--- src/design/cc20_pkg.sv ---
// shared types, constants and helper functions for the chacha20 keystream block
package cc20_pkg;

	localparam int DOUBLE_ROUNDS = 10;
	// each quarter round is split into four add-xor-rotate steps, two rounds per double round
	localparam int STEPS_PER_DR  = 8;
	localparam int NUM_STEPS     = DOUBLE_ROUNDS * STEPS_PER_DR;

	localparam int NUM_REGS  = 6;
	localparam int ADDR_W    = 6;
	localparam int DATA_W    = 64;

	// register indexes
	localparam logic [2:0] REG_KEY_0_1   = 3'd0;
	localparam logic [2:0] REG_KEY_2_3   = 3'd1;
	localparam logic [2:0] REG_KEY_4_5   = 3'd2;
	localparam logic [2:0] REG_KEY_6_7   = 3'd3;
	localparam logic [2:0] REG_NONCE_0_1 = 3'd4;
	localparam logic [2:0] REG_NONCE_2   = 3'd5;

	// step codes within a quarter round
	localparam logic [1:0] STEP_A_ROT16 = 2'd0;
	localparam logic [1:0] STEP_C_ROT12 = 2'd1;
	localparam logic [1:0] STEP_A_ROT8  = 2'd2;
	localparam logic [1:0] STEP_C_ROT7  = 2'd3;

	localparam logic [31:0] SIGMA_0 = 32'h6170_7865;
	localparam logic [31:0] SIGMA_1 = 32'h3320_646e;
	localparam logic [31:0] SIGMA_2 = 32'h7962_2d32;
	localparam logic [31:0] SIGMA_3 = 32'h6b20_6574;

	typedef logic [31:0] word_t;
	typedef logic [15:0][31:0] state_t;

	typedef struct packed {
		logic  valid;
		word_t ctr;
	} tag_t;

	typedef struct packed {
		logic [63:0] key_0_1;
		logic [63:0] key_2_3;
		logic [63:0] key_4_5;
		logic [63:0] key_6_7;
		logic [63:0] nonce_0_1;
		logic [31:0] nonce_2;
	} cfg_t;

	function automatic word_t rotl(input word_t w, input logic [4:0] n);
		return (w << n) | (w >> (6'd32 - {1'b0, n}));
	endfunction

	function automatic state_t init_state(input cfg_t cfg, input word_t ctr);
		state_t s;
		s[0]  = SIGMA_0;
		s[1]  = SIGMA_1;
		s[2]  = SIGMA_2;
		s[3]  = SIGMA_3;
		s[4]  = cfg.key_0_1[31:0];
		s[5]  = cfg.key_0_1[63:32];
		s[6]  = cfg.key_2_3[31:0];
		s[7]  = cfg.key_2_3[63:32];
		s[8]  = cfg.key_4_5[31:0];
		s[9]  = cfg.key_4_5[63:32];
		s[10] = cfg.key_6_7[31:0];
		s[11] = cfg.key_6_7[63:32];
		s[12] = ctr;
		s[13] = cfg.nonce_0_1[31:0];
		s[14] = cfg.nonce_0_1[63:32];
		s[15] = cfg.nonce_2;
		return s;
	endfunction

endpackage

--- src/design/cc20_cfg_regs.sv ---
// apb register file holding key and nonce
module cc20_cfg_regs (
	input  logic                          clk,
	input  logic                          arst_n,
	input  logic                          psel,
	input  logic                          penable,
	input  logic                          pwrite,
	input  logic [cc20_pkg::ADDR_W-1:0]   paddr,
	input  logic [cc20_pkg::DATA_W-1:0]   pwdata,
	output logic [cc20_pkg::DATA_W-1:0]   prdata,
	output logic                          pready,
	output cc20_pkg::cfg_t                cfg
);

	cc20_pkg::cfg_t cfg_q;
	logic [2:0]     idx;
	logic           wr;

	assign idx    = paddr[5:3];
	assign pready = 1'b1;
	assign wr     = psel & penable & pwrite & pready;

	always_ff @(posedge clk or negedge arst_n) begin
		if (!arst_n) begin
			cfg_q <= '0;
		end else if (wr) begin
			unique case (idx)
				cc20_pkg::REG_KEY_0_1:   cfg_q.key_0_1   <= pwdata;
				cc20_pkg::REG_KEY_2_3:   cfg_q.key_2_3   <= pwdata;
				cc20_pkg::REG_KEY_4_5:   cfg_q.key_4_5   <= pwdata;
				cc20_pkg::REG_KEY_6_7:   cfg_q.key_6_7   <= pwdata;
				cc20_pkg::REG_NONCE_0_1: cfg_q.nonce_0_1 <= pwdata;
				cc20_pkg::REG_NONCE_2:   cfg_q.nonce_2   <= pwdata[31:0];
				default: ;
			endcase
		end
	end

	always_comb begin
		unique case (idx)
			cc20_pkg::REG_KEY_0_1:   prdata = cfg_q.key_0_1;
			cc20_pkg::REG_KEY_2_3:   prdata = cfg_q.key_2_3;
			cc20_pkg::REG_KEY_4_5:   prdata = cfg_q.key_4_5;
			cc20_pkg::REG_KEY_6_7:   prdata = cfg_q.key_6_7;
			cc20_pkg::REG_NONCE_0_1: prdata = cfg_q.nonce_0_1;
			cc20_pkg::REG_NONCE_2:   prdata = {32'd0, cfg_q.nonce_2};
			default:                 prdata = '0;
		endcase
	end

	assign cfg = cfg_q;

endmodule

--- config.mk ---
export PLATFORM = sky130hd
export DESIGN_NAME = cc20_cfg_regs
export DESIGN_NICKNAME = d
export VERILOG_FILES = /design/src/design/cc20_pkg.sv /design/src/design/cc20_cfg_regs.sv
export SDC_FILE = /design/constraint.sdc
export NUM_CORES = 1
export LEC_CHECK = 0
export BUFFER_PORTS_ARGS = -buffer_cell sky130_fd_sc_hd__clkbuf_2
export CAP_MARGIN = 20
export CORE_AREA = 2 2 190 192
export CTS_CLUSTER_DIAMETER = 150
export DETAILED_ROUTE_END_ITERATION = 7
export DIE_AREA = 0 0 192 194
export HOLD_SLACK_MARGIN = 0.02
export PLACE_DENSITY = 0.77
export RECOVER_POWER = 50
export SLEW_MARGIN = 20
export SYNTH_ARGS = -nofsm -noshare
export SYNTH_HDL_FRONTEND = slang
export SYNTH_SLANG_ARGS = --single-unit
--- constraint.sdc ---
create_clock -name clk -period 1.8 [get_ports clk]
set_clock_uncertainty 0.1 [all_clocks]
set_input_delay 0.27 -clock clk [delete_from_list [all_inputs] [get_ports clk]]
set_output_delay 0.27 -clock clk [all_outputs]
set_load 0.1 [all_outputs]
# Word-level counts from Yosys, hierarchy flattened
# Index checks and enable logic that the tools add are counted.
[word_totals]
reg_bits = 352
latchBits = 0
mem_bits_rw = 0
mem_bits_ro = 0
input_bits = 75
output_inout_bits = 417
elab_cells = 21
n_memories = 0
[op_classes]
addsub = 0
n_mul = 0
n_div = 0
magnitude_cmp = 0
n_eq_ne = 5
n_shift = 0
muxes = 1
n_bitwise = 2
n_reduce_logical = 7
[op_table]
columns = ["operator", "count"]
rows = [
  ["$pmux W64 S6", 1],
  ["$reduce_and A2 Y1", 6],
  ["$eq A3 B2 Y1 const B", 2],
  ["$eq A3 B3 Y1 const B", 2],
  ["$eq A3 B1 Y1 const B", 1],
  ["$logic_not A3 Y1", 1],
  ["$and A1 B1 Y1", 2],
]

# Logic depth before layout (Yosys ltp)
[depth]
ltp_word = 3
depth_mapped = 6
ltp_nobuf = 3

# Least setup slack after synthesis
# Ideal clock, no wire load.
[synth_timing]
path_kind = "register to output"
from = "register cfg_q (netlist bit cfg[107])"
to = "output prdata[11] in the netlist's numbering"
t_arrival_ns = 2.932
required_ns = 1.430
path_slack_ns = -1.502
stages_incl_launch_ff = 4
n_path_buf = 0
cell_sequence = "dfrtp_1 -> mux2_2 -> nand2_1 -> a31oi_1"
[synth_via]
elab_chain_len = 1
[synth_lines]
columns = ["element", "line_no", "text"]
rows = [
  ["start: declaration", "cc20_cfg_regs.sv:15", "cc20_pkg::cfg_t cfg_q;"],
  ["$pmux W64 S6", "cc20_cfg_regs.sv:40", "unique case (idx)"],
  ["end: declaration", "cc20_cfg_regs.sv:10", "output logic [cc20_pkg::DATA_W-1:0] prdata,"],
]
# No other way between the ends.

# Worst setup path in the final report
[layout_timing]
from = "register cfg_q (netlist bit cfg[317])"
to = "output prdata[29] in the netlist's numbering"
# Same word-level chain as after synthesis.

==> metrics.md <==
| Metric | Value |
|---|---|
| Final ANT Viol Nets | `0` |
| Initial core utilization | `0.4561` |
| Logic depth of the worst register-to-register path | `3` |
| Slew Limit Fails | `0` |
| Die W | `192 um` |
| TNS Setup | `-23.82 ns` |
| Initial DRC count | `562` |
| DR pass1 iterations | `5` |
| CP Max Fanout | `3` |
| Final Util | `0.7373` |
| CP startpoint kind | `flip-flop` |
| H-tree levels | `2` |
| Fin crit period | `2.291 ns` |
| Clk_lat worst skew | `0.53 ns` |
| Synthesized Nets | `1,225` |
| Unrepaired setup endpoints after global routing | `yes` |
| Cts bufs inserted | `39` |
| Crit Path Category | `reg -> out` |
| Hold WS | `0.2808 ns` |
| Gr ovfl total | `0` |
| Most common cell after layout, fill and taps aside | `mux2_2` |
| Fillers | `2,058` |
| Std-Cell Rows | `69` |
| Flops & latches, synth | `352` |
| Yosys cell types | `32` |
| Cells after synthesis | `1,150` |
| Detailed Place HPWL | `39.48 mm` |
| All-Layer GR Usage | `0.3295` |
| Share of the synthesized area in the top cell type | `0.5482` |
| Max incr delay on CP | `0.48 ns` |
| Core Area | `35,220 um2` |
| PwrDens | `1578 nW/um2` |
| Req. time, crit path | `1.43 ns` |
| Pin count of the biggest net entering global routing | `50` |
| Full die area | `37,250 um2` |
| Layout overhead on the synthesized area | `61.65%` |
| CTS root buf | `clkbuf_16` |
| Top post-synthesis cells by area | `dfrtp_1 (55%), mux2_2 (28%), mux2i_1 (3.9%)` |
| Outcome | `finished, violations left` |
| CTS Sinks | `352` |
| Share of layout cells above drive strength 1 | `0.8697` |
| Metal2 WL | `31.21 mm` |
| WL final | `62.30 mm` |
| CTS tree | `done` |
| Leakage power | `11.43 nW` |
| Setup violations, final | `64` |
| Vias | `13,503` |
| Initial antenna violation count | `0` |
| Max reg flops | `352` |
| Yosys top cell by area | `dfrtp_1` |
| Vias in the first global route | `14,795` |
| Failing checks | `negative setup slack` |
| DR WL met3 | `4.922 mm` |
| Seq/Total Area, Yosys | `0.5482` |
| IO Port Bufs | `487` |
| Die Ht | `194 um` |
| Worst hold path class | `in -> async` |
| Setup crit end kind | `output pin` |
| Maximum Capacitance Violations | `0` |
| First-pass GRT wire length | `92.96 mm` |
| Worst VDD drop | `1.322 mV` |
| Residual DRC count | `0` |
| Timing-limited maximum frequency | `436.6 MHz` |
| Clock buffer depth | `3` |
| Synth Cell Area | `16,070 um2` |
| Via density | `5.783` |
| Final worst slack | `-0.4906 ns` |
| Fin. Hold Viols | `0` |
| Layout net count | `1,920` |
| Avg Cell Area, Syn | `13.97 um2` |
| Worst-path clk slew | `0.06 ns` |
| Critical-path top delay cell | `dfrtp_4` |
| IO Count | `492` |
| WL/cell | `26.68 um` |
| Top layer in use | `met4` |
| Most frequent cells in the layout | `mux2_2 (363), dfrtp_4 (198), clkbuf_2 (198)` |
| Critical Path AT | `1.92 ns` |
| Ordered list of cells on the worst path | `mux2_4 > a221oi_4 > buf_4 > a31oi_4 > buf_12` |
| Dpl cells | `2,143` |
| Least-Margin Pin Slew | `0.7918 ns` |
| M1 WL | `23.30 mm` |
| Fin cells | `2,335` |
| Max-slew headroom | `0.4722` |
| Fin crit share | `1.273` |
| Routability cong. | `0.8456` |
| Synth warn | `0` |
-- worst max-delay path: cells and delay by family (launching register included) --
family,cells,cell delay (ns)
buffers and inverters,2,0.34
AO/OA/AOI/OAI,2,0.26
flip-flops,1,0.48
multiplexers,1,0.30
-- final cells by class --
class                   count  area, um2  share of cell area
multi-input cells         707       8054              0.3101
clock buffers              60       1187             0.04572
inverters                   1      3.754           0.0001445
clock inverters             9      95.09            0.003661
flip-flops and latches    352       9739              0.3750
diodes                      1      2.502          0.00009635
well taps                 461      576.8             0.02221
repair buffers            744       6312              0.2430
-- power breakdown --
group	internal, mW	total [mW]	leakage [nW]	switching (mW)
clock network	4.82	8.02	0.637	3.20
registers	10.2	11.6	4.03	1.48
logic	5.00	21.3	6.77	16.3
total	20.0	41.0	11.4	21.0
-- cells in the mapped netlist --
master,n
nor3_4,2
o221ai_1,5
mux2_1,10
nor2_4,2
nand2_1,19
clkbuf_1,20
nand3_1,5
o22ai_1,15
o21ai_0,1
a211oi_1,15
nand2b_1,3
a31oi_1,9
a221oi_1,29
a22oi_1,22
buf_4,15
a21o_1,3
nor2_2,1
buf_1,7
nor2b_1,3
buf_2,48
a311o_1,15
o21a_1,21
nor2_1,37
mux2_2,399
a21oi_1,20
and3b_1,5
inv_1,1
dfrtp_1,352
nand4b_1,1
nand4_2,1
mux2i_1,63
conb_1,1
-- per-stage QoR --
step	setup slack [ns]	area, um2	power (mW)
floorplan	-0.09716	18220	27.31
global placement	-0.1869	22850	31.19
detailed placement	-0.2261	22850	31.48
CTS	-0.4720	26060	40.68
global route	-0.5820	25970	42.06
finish	-0.4906	25970	40.98
-- path summary, 6_finish.rpt --
check	startpoint	to	slack, ns
worst min register to register	cfg[108]	cfg[108]	0.43
worst max register to register	cfg[340]	cfg[340]	0.60
min in group clk	pwrite	cfg[24]	0.39
max in group asynchronous	arst_n	cfg[307]	0.11
worst min-delay path	arst_n	cfg[147]	0.28
worst max-delay path	cfg[317]	prdata[29]	-0.49
-- layer usage --
| layer | vias up | global-route usage |
|---|---|---|
| li1 | 5684 | - |
| met1 | 6983 | 0.3878 |
| met2 | 657 | 0.5576 |
| met3 | 179 | 0.08977 |
| met4 | 0 | 0.1544 |
| met5 | - | 0 |
-- logic make-up after synthesis --
family | Yosys count | share of synthesized area
AOI/OAI and AO/OA | 155 | 0.07227
buffers and inverters | 91 | 0.02850
DFF | 352 | 0.5482
muxes | 472 | 0.3259
other | 1 | 0.0002334
and+or+nand+nor | 79 | 0.02484
-- what timing repair did --
item,4_1_cts,5_1_grt
hold buffers,65,0
setup buffers,53,4
resized for setup,232,120
setup endpoints to repair,181,151
hold endpoints to repair,514,0
pin swaps,34,15
(Power assumes the default switching activity.)
